### src/sv/mfi_pkg.sv
// Package for the mesh force interpolation block: widths, controller states,
// command/status structs and the blend step tables. No dependencies.
package mfi_pkg;

    localparam int MESH_DIM_DEF  = 16;
    localparam int FRAC_BITS_DEF = 16;
    localparam int POS_W         = 20;
    localparam int IDX_W         = 12;
    localparam int POT_W         = 32;
    localparam int ACC_W         = 32;
    localparam int D_W           = POT_W + 1;
    localparam int CRD_W         = 16;
    localparam int ADR_W         = 20;

    localparam logic [1:0] AX_X = 2'd0;
    localparam logic [1:0] AX_Y = 2'd1;
    localparam logic [1:0] AX_Z = 2'd2;

    localparam logic [3:0] LAST_RD   = 4'd15;
    localparam logic [2:0] LAST_STEP = 3'd6;

    typedef enum logic [2:0] {
        S_IDLE,
        S_READ,
        S_DRAIN,
        S_MUL,
        S_ADD,
        S_STORE,
        S_DONE
    } t_state;

    typedef struct packed {
        logic       load;
        logic       capture;
        logic       rd_en;
        logic       mul;
        logic       add;
        logic       store;
        logic       emit;
        logic [2:0] node;
        logic       side;
        logic [2:0] step;
        logic [1:0] axis;
    } t_cmd;

    typedef struct packed {
        logic oob;
    } t_sts;

    // Node slot holding the lower operand (and result) of each blend step.
    function automatic logic [2:0] step_a(input logic [2:0] step);
        logic [2:0] r;
        case (step)
            3'd0:    r = 3'd0;
            3'd1:    r = 3'd2;
            3'd2:    r = 3'd4;
            3'd3:    r = 3'd6;
            3'd4:    r = 3'd0;
            3'd5:    r = 3'd4;
            3'd6:    r = 3'd0;
            default: r = 3'd0;
        endcase
        return r;
    endfunction

    function automatic logic [2:0] step_b(input logic [2:0] step);
        logic [2:0] r;
        case (step)
            3'd0:    r = 3'd1;
            3'd1:    r = 3'd3;
            3'd2:    r = 3'd5;
            3'd3:    r = 3'd7;
            3'd4:    r = 3'd2;
            3'd5:    r = 3'd6;
            3'd6:    r = 3'd4;
            default: r = 3'd1;
        endcase
        return r;
    endfunction

    function automatic logic [1:0] step_f(input logic [2:0] step);
        logic [1:0] r;
        case (step)
            3'd0, 3'd1, 3'd2, 3'd3: r = AX_X;
            3'd4, 3'd5:             r = AX_Y;
            default:                r = AX_Z;
        endcase
        return r;
    endfunction

endpackage

### src/sv/mfi_ctrl.sv
// Controller of the mesh force interpolation block: sequences gather reads,
// blend steps and result strobe. Depends on mfi_pkg.
module mfi_ctrl (
    input  logic          i_clk,
    input  logic          i_rst_n,
    input  logic          i_start,
    input  logic          i_op,
    input  mfi_pkg::t_sts i_sts,
    output mfi_pkg::t_cmd o_cmd,
    output logic          o_busy
);
    import mfi_pkg::*;

    t_state     r_state, n_state;
    logic [3:0] r_rd, n_rd;
    logic [2:0] r_step, n_step;
    logic [1:0] r_axis, n_axis;

    always_ff @(posedge i_clk) begin
        if (!i_rst_n) begin
            r_state <= S_IDLE;
            r_rd    <= '0;
            r_step  <= '0;
            r_axis  <= AX_X;
        end else begin
            r_state <= n_state;
            r_rd    <= n_rd;
            r_step  <= n_step;
            r_axis  <= n_axis;
        end
    end

    always_comb begin
        n_state = r_state;
        n_rd    = r_rd;
        n_step  = r_step;
        n_axis  = r_axis;
        o_cmd   = '0;
        o_cmd.node = r_rd[3:1];
        o_cmd.side = r_rd[0];
        o_cmd.step = r_step;
        o_cmd.axis = r_axis;
        case (r_state)
            S_IDLE: begin
                if (i_start) begin
                    if (!i_op) begin
                        o_cmd.load = 1'b1;
                    end else begin
                        o_cmd.capture = 1'b1;
                        n_rd   = '0;
                        n_axis = AX_X;
                        n_state = i_sts.oob ? S_DONE : S_READ;
                    end
                end
            end
            S_READ: begin
                o_cmd.rd_en = 1'b1;
                n_rd = r_rd + 4'd1;
                if (r_rd == LAST_RD) begin
                    n_state = S_DRAIN;
                end
            end
            S_DRAIN: begin
                n_step  = '0;
                n_state = S_MUL;
            end
            S_MUL: begin
                o_cmd.mul = 1'b1;
                n_state = S_ADD;
            end
            S_ADD: begin
                o_cmd.add = 1'b1;
                if (r_step == LAST_STEP) begin
                    n_state = S_STORE;
                end else begin
                    n_step  = r_step + 3'd1;
                    n_state = S_MUL;
                end
            end
            S_STORE: begin
                o_cmd.store = 1'b1;
                if (r_axis == AX_Z) begin
                    n_state = S_DONE;
                end else begin
                    n_axis  = r_axis + 2'd1;
                    n_rd    = '0;
                    n_state = S_READ;
                end
            end
            S_DONE: begin
                o_cmd.emit = 1'b1;
                n_state = S_IDLE;
            end
            default: begin
                n_state = S_IDLE;
            end
        endcase
    end

    assign o_busy = (r_state != S_IDLE);

endmodule

### config.mk
export PLATFORM = sky130hd
export DESIGN_NAME = mfi_ctrl
export DESIGN_NICKNAME = d
export VERILOG_FILES = /design/src/sv/mfi_pkg.sv /design/src/sv/mfi_ctrl.sv
export SDC_FILE = /design/constraint.sdc
export NUM_CORES = 1
export LEC_CHECK = 0
export BUFFER_PORTS_ARGS = -buffer_cell sky130_fd_sc_hd__clkbuf_2
export CAP_MARGIN = 30
export CORE_MARGIN = 2
export CORE_UTILIZATION = 40
export DETAILED_ROUTE_END_ITERATION = 6
export GPL_TIMING_DRIVEN = 0
export SLEW_MARGIN = 30
export SYNTH_ARGS = -nofsm -noshare
export SYNTH_HDL_FRONTEND = slang
export SYNTH_SLANG_ARGS = --single-unit
export TNS_END_PERCENT = 30
### constraint.sdc
create_clock -name i_clk -period 4.2 [get_ports i_clk]
set_input_delay 0.21 -clock i_clk [delete_from_list [all_inputs] [get_ports i_clk]]
set_output_delay 0.21 -clock i_clk [all_outputs]
set_load 0.01 [all_outputs]
==> metrics.txt, run 1 <==
Critical Path AT=1.55 ns; number of global-route vias before repair=545; CTS Hold Buffers Added=0; final-report hold violation count=0; number of flops mapped to enable cells by yosys=0; clock tree from TritonCTS=built; pin count of the biggest net entering global routing=11; part of the Yosys area used for sequential elements=31.95%; number of vias per cell=5.057; maximum clock insertion buffer count=2; required time at the endpoint of the critical path=3.99 ns; number of distinct library cells after synthesis=34; clock slew seen by the registers of the worst setup and hold paths=0.07 ns; final HPWL from detailed placement=1238 µm; Clk Latency, worst-skew pair=0.26 ns; antenna diode count=0; final cycle utilization of the critical path=41.93%; number of pins with negative max-slew slack in the final report=0; share of post-route cells with drive strength above 1=26.09%; non-filler cells in the finished layout=140; Mean Syn Cell Area=8.174 µm²; Setup CP Type=flip-flop to primary output; total power of the final layout=479.8 µW; Core Footprint=1745 µm²; final setup violating endpoints=0; width of the die=47.36 µm; CTS H-tree lvls=1; synthesized instance count=92; run status=finished clean; starting DRC count in detailed routing=11; share of async-settable or async-resettable flops after synthesis=0%; number of core rows=15; highest ir drop seen on vdd=234.0 µV; post-route minimum period=1.761 ns; overall die height=47.36 µm; Post-Route Skew=0.0005958 ns; static leakage=0.0004058 µW; global route overflow=0; most instantiated flip-flop cell in the synthesis netlist=sky130_fd_sc_hd__dfxtp_1; Top-Level Pins=22; Final Net Count=126; minimum setup slack after placement=2.662 ns; average wire length per cell after detail routing=11.54 µm; wire length of the first global-routing pass=2442 µm; PD cells=529.6 nW/µm²; crit path launch type=flip-flop; RePlAce Congestion=0.7273; buffers inserted during post-CTS setup optimization=0; RSZ-0062 raised after global routing=no; CTS Root Cell=sky130_fd_sc_hd__clkbuf_4; largest driver fanout on the critical path=10; Mapped Nets=101; number of synthesized register bits=12; Via Count=708; maximum clock frequency=567.9 MHz; Max-slew headroom=68.90%; wire length reported by the detailed router=1615 µm; actual transition at the worst max-transition pin=0.4655 ns; antenna violations before repair=0; count of input and output buffers=20; Hold/Removal Path Class=primary input to flip-flop; overall fraction of global-route tracks in use=15.65%; critical path capture point type=primary output; Inst Count DP=137; Clock Sink Count=12; max capacitance violation total=0; total negative slack=0 ns; starting density of the core=43.08%; number of buffers created by CTS=3; worst setup margin=2.439 ns; die footprint=2243 µm²; 1st-pass router iterations=4; drc violations=0; Mapped Area=752.0 µm²; synthesis warning total=0; cts repair resizes=0; remaining antenna violation count=0; signed area change from the synthesized netlist to the final layout=20.47%
-- metal layers --
layer / share of wire (%) / global-route usage [%] / vias up
met5: 0 / 0 / -
met4: 0.80 / 8.333 / 0
met3: 5.2 / 3.462 / 2
met2: 41 / 19.19 / 20
met1: 53 / 24.42 / 316
li1: - / - / 370
-- worst paths after layout --
check / cells after the start / to / slack, ns / from
worst min register to register: 2 / r_axis[1]$_SDFFE_PN0P_ / 0.54 / r_axis[1]$_SDFFE_PN0P_
worst max register to register: 6 / r_rd[1]$_SDFFE_PN0P_ / 2.67 / r_axis[0]$_SDFFE_PN0P_
worst max-delay path: 5 / o_cmd[15] / 2.44 / r_state[2]$_SDFFE_PN0P_
worst min-delay path: 3 / r_state[0]$_SDFFE_PN0P_ / 0.37 / i_rst_n
-- cell families (layout without fill, tap and decap cells) --
group / after synthesis / count (layout) / share of synthesized area [%]
AOI/OAI and AO/OA: 18 / 18 / 16.81
buffers and inverters: 10 / 33 / 6.322
DFF: 12 / 12 / 31.95
and+or+nand+nor: 42 / 42 / 30.78
muxes: 3 / 3 / 3.994
xor gates and xnor gates: 3 / 3 / 3.495
adders and majority gates: 4 / 4 / 6.656
-- critical path, stage by stage, from the launching register on --
cell	delay [ns]
sky130_fd_sc_hd__dfxtp_1	0.36
sky130_fd_sc_hd__buf_2	0.20
sky130_fd_sc_hd__nor3_1	0.25
sky130_fd_sc_hd__inv_1	0.12
sky130_fd_sc_hd__nor3b_1	0.20
sky130_fd_sc_hd__clkbuf_2	0.16
-- metrics by stage --
step / util (%) / instance area, µm² / hold slack (ns)
global route: 51.90 / 905.9 / 0.4025
floorplan: - / 752.0 / 0.4695
finish: 51.90 / 905.9 / 0.3689
CTS: 51.90 / 905.9 / 0.3652
detailed placement: 50.61 / 883.3 / 0.5329
global placement: 50.61 / 883.3 / 0.5299
-- area by class of cell --
class / count / area (µm²)
inverter: 6 / 22.52
tap: 25 / 31.28
clock buffer: 3 / 22.52
buffer: 4 / 25.02
multi-input combinational: 70 / 464.2
timing repair buffer: 20 / 100.1
sequential: 12 / 240.2
fill: 189 / 839.6
-- report_power, final --
part / total (µW) / internal, µW / switching, µW
clock network: 70.0 / 33.1 / 36.8
logic: 251 / 108 / 143
registers: 159 / 135 / 24.3
-- cell usage after synthesis (2+ instances only) --
library cell               count  area (µm²)
sky130_fd_sc_hd__dfxtp_1      12       240.2
sky130_fd_sc_hd__nand2_1       9       33.78
sky130_fd_sc_hd__nor2_1        9       33.78
sky130_fd_sc_hd__a21oi_1       7       35.03
sky130_fd_sc_hd__inv_1         6       22.52
sky130_fd_sc_hd__ha_1          4       50.05
sky130_fd_sc_hd__and2_1        3       18.77
sky130_fd_sc_hd__mux2i_1       3       30.03
sky130_fd_sc_hd__nand3_1       3       15.01
sky130_fd_sc_hd__nor3_1        3       15.01
sky130_fd_sc_hd__nor3b_1       3       22.52
sky130_fd_sc_hd__xnor2_1       3       26.28
sky130_fd_sc_hd__and3_1        2       12.51
sky130_fd_sc_hd__buf_2         2       10.01
sky130_fd_sc_hd__nand2b_1      2       12.51
sky130_fd_sc_hd__nor2b_1       2       12.51
sky130_fd_sc_hd__o31a_1        2       17.52
-- sequential cells by signal (all words and copies together), names as in the netlist --
register and flops:
r_step 3, r_rd 4, r_axis 2, r_state 3
-- placed cells by master, fill, tap and decap left out, drive strengths merged, types with 2 or more instances in the layout --
cell type  count
nor3b          3
clkbuf        24
nor2b          2
xnor2          3
o21ai          3
and3           2
mux2i          3
o31a           2
nand3          3
or3b           2
nor2           9
inv            6
ha             4
a21oi          7
nand2b         2
dfxtp         12
nand2          9
buf            3
nor3           3
and2           3
Power figures use the tool's default switching activity.
==> inputs of run 2 (changes only) <==
Settings changed: ABC_AREA set to 1, PLACE_DENSITY set to 0.67.
Clock period 4.2 ns to 1.45 ns, I/O delays scaled along.
==> metrics.txt, run 2 <==
number of distinct library cells after synthesis=19 (-44%); Post-Route Skew=0.006551 ns (+0.005955 ns); Hold/Removal Path Class=primary input to flip-flop; final setup violating endpoints=0 (unchanged); clock tree from TritonCTS=built; share of async-settable or async-resettable flops after synthesis=0% (unchanged); global route overflow=0 (unchanged); Via Count=735 (+3.8%); final-report hold violation count=0 (unchanged); overall die height=46.08 µm (-2.7%); highest ir drop seen on vdd=966.9 µV (+310%); commonest cells after routing, fill and taps aside=sky130_fd_sc_hd__nand2_1, sky130_fd_sc_hd__clkbuf_2, sky130_fd_sc_hd__nand3_1; top register by number of flip-flops=r_rd; part of the Yosys area used for sequential elements=33.92% (+2.0 points); pin count of the biggest net entering global routing=9 (-2); share of post-route cells with drive strength above 1=27.13% (+1.0 points); width of the die=46.08 µm (-2.7%); number of buffers created by CTS=3 (unchanged); max FFs per register=4 (unchanged); Setup CP Type=flip-flop to primary output; top flop regs=r_rd (4), r_state (3), r_step (3); final cycle utilization of the critical path=91.59%; actual transition at the worst max-transition pin=0.2574 ns (-0.2081 ns); Mapped Area=708.2 µm² (-5.8%); Clk Latency, worst-skew pair=0.28 ns (+0.02 ns); starting DRC count in detailed routing=15 (+4); clock slew seen by the registers of the worst setup and hold paths=0.08 ns (about the same); static leakage=0.0004539 µW (+12%); most frequent cell after synthesis=sky130_fd_sc_hd__nand2_1; Core Footprint=1689 µm² (-3.2%); cell types occupying the most area after synthesis=sky130_fd_sc_hd__dfxtp_1, sky130_fd_sc_hd__nand2_1, sky130_fd_sc_hd__nand3_1; HP Start=i_rst_n; starting density of the core=41.93% (-1.2 points); number of flops mapped to enable cells by yosys=0 (unchanged); count of input and output buffers=21 (+5.0%); most frequent standard cell in the layout excluding fill and tap cells=sky130_fd_sc_hd__nand2_1; drc violations=0 (unchanged); wire length of the first global-routing pass=2408 µm (-1.4%); synthesis warning total=0 (unchanged); PD cells=1546 nW/µm² (+190%); number of vias per cell=5.034 (-0.45%); number of global-route vias before repair=616 (+13%); Mean Syn Cell Area=6.809 µm² (-17%); die footprint=2123 µm² (-5.4%); antenna diode count=0 (unchanged); Clock Sink Count=12 (unchanged); Max-slew headroom=82.82% (+14 points); average wire length per cell after detail routing=10.22 µm (-11%); final HPWL from detailed placement=1188 µm (-4.0%); non-filler cells in the finished layout=146 (+4.3%); CTS Hold Buffers Added=0 (unchanged); critical path capture point type=primary output; post-route minimum period=1.328 ns; CTS H-tree lvls=1 (unchanged); synthesized instance count=104 (+13%); signed area change from the synthesized netlist to the final layout=23.67%; antenna violations before repair=0 (unchanged); total negative slack=0 ns (unchanged); crit path launch type=flip-flop; CTS Root Cell=sky130_fd_sc_hd__clkbuf_4; number of core rows=15 (unchanged); RSZ-0062 raised after global routing=no; maximum clock insertion buffer count=2 (unchanged); wire length reported by the detailed router=1492 µm (-7.6%); top cells by instance count after synthesis=sky130_fd_sc_hd__nand2_1, sky130_fd_sc_hd__nand3_1, sky130_fd_sc_hd__dfxtp_1, sky130_fd_sc_hd__inv_1, sky130_fd_sc_hd__a21oi_1; launch point of the worst reg-to-reg path=r_step[0]$_SDFFE_PN0P_; Top-Level Pins=22 (unchanged); number of synthesized register bits=12 (unchanged); 1st-pass router iterations=4 (unchanged); RePlAce Congestion=0.7725 (+6.2%); overall fraction of global-route tracks in use=16.00% (+0.34 points); number of pins with negative max-slew slack in the final report=0 (unchanged); library cell occupying the most area in the post-synthesis netlist=sky130_fd_sc_hd__dfxtp_1; top-area cell type share of the netlist area=33.92% (+2.0 points); most instantiated flip-flop cell in the synthesis netlist=sky130_fd_sc_hd__dfxtp_1; max capacitance violation total=0 (unchanged); Inst Count DP=142 (+3.6%); largest driver fanout on the critical path=8 (-2); remaining antenna violation count=0 (unchanged); Final Net Count=139 (+10%); run status=finished clean; crit path from=r_state[0]$_SDFFE_PN0P_; Mapped Nets=113 (+12%); required time at the endpoint of the critical path=1.38 ns (-2.61 ns); Critical Path AT=1.26 ns (-0.29 ns); maximum clock frequency=753.0 MHz
## run 2: cell count changes in the layout (fill, tap and decap cells not counted), moves of 3 or more
cell | before | now
sky130_fd_sc_hd__nor3b_1 | 3 | 0
sky130_fd_sc_hd__nor3_1 | 3 | 0
sky130_fd_sc_hd__inv_2 | 0 | 3
sky130_fd_sc_hd__mux2i_1 | 3 | 0
sky130_fd_sc_hd__and2_1 | 3 | 0
sky130_fd_sc_hd__nand4_1 | 0 | 4
sky130_fd_sc_hd__a21oi_1 | 7 | 10
sky130_fd_sc_hd__xnor2_1 | 3 | 0
sky130_fd_sc_hd__nand3_1 | 3 | 14
sky130_fd_sc_hd__nand2_1 | 9 | 26
sky130_fd_sc_hd__inv_1 | 6 | 12
## run 2: cell type report
class                      instances  area [µm²]
sequential                        12       240.2
buffer                             1       11.26
inverter                          15       56.30
multi-input combinational         76       405.4
fill                             171       813.3
clock buffer                       4       36.28
tap                               17       21.27
timing repair buffer              21       105.1
## run 2: cell families (layout without fill, tap and decap cells)
group / Yosys count / count (layout) / share of synthesized area [%]
buffers and inverters: 16 / 41 / 9.540
AOI/OAI and AO/OA: 12 / 12 / 8.481
xor gates and xnor gates: 2 / 2 / 2.474
and+or+nand+nor: 58 / 58 / 38.52
adders and majority gates: 4 / 4 / 7.067
DFF: 12 / 12 / 33.92
## run 2: metal layers
layer  share of wire (%)  vias to the layer above  GRT usage, %
li1                    -                      389             -
met3                 3.6                        5         4.706
met5                   0                        -             0
met4                 2.1                        0         8.571
met2                  44                       16         24.17
met1                  50                      325         20.29
## run 2: report_power, final
part / internal (µW) / switching, µW / total, µW
clock network: 153 / 118 / 270
registers: 376 / 57.5 / 434
logic: 233 / 418 / 650
total: 762 / 593 / 1350
## run 2: worst max-delay path, stage by stage (launching register included)
cell and delay, ns:
sky130_fd_sc_hd__dfxtp_1 0.31, sky130_fd_sc_hd__buf_6 0.13, sky130_fd_sc_hd__nor2_4 0.13, sky130_fd_sc_hd__nand2_2 0.10, sky130_fd_sc_hd__nor3b_2 0.16, sky130_fd_sc_hd__clkbuf_2 0.15
## run 2: timing repair
item / CTS / global route
buffers inserted: 0 / 0
setup endpoints to repair: 0 / 1
resized for setup: 0 / 1
## run 2: stage by stage
| step | area, µm² | total power (µW) | utilization [%] | hold slack [ns] | setup slack (ns) |
|---|---|---|---|---|---|
| finish | 875.8 | 1354 | 51.85 | 0.05066 | 0.1219 |
| global route | 875.8 | 1477 | 51.85 | 0.05647 | 0.01588 |
| detailed placement | 834.6 | 1089 | 49.41 | 0.3452 | 0.1794 |
| floorplan | 708.2 | 914.5 | - | 0.1952 | 0.2444 |
| CTS | 870.8 | 1358 | 51.56 | 0.05350 | 0.08820 |
| global placement | 834.6 | 1079 | 49.41 | 0.3522 | 0.1974 |
## run 2: path summary, 6_finish.rpt
kind / endpoint / slack [ns] / cells after the start
max: o_cmd[15] / 0.12 / 5
min: r_step[0]$_SDFFE_PN0P_ / 0.05 / 3
max reg2reg: r_state[1]$_SDFFE_PN0P_ / 0.17 / 9
min reg2reg: r_axis[1]$_SDFFE_PN0P_ / 0.48 / 2
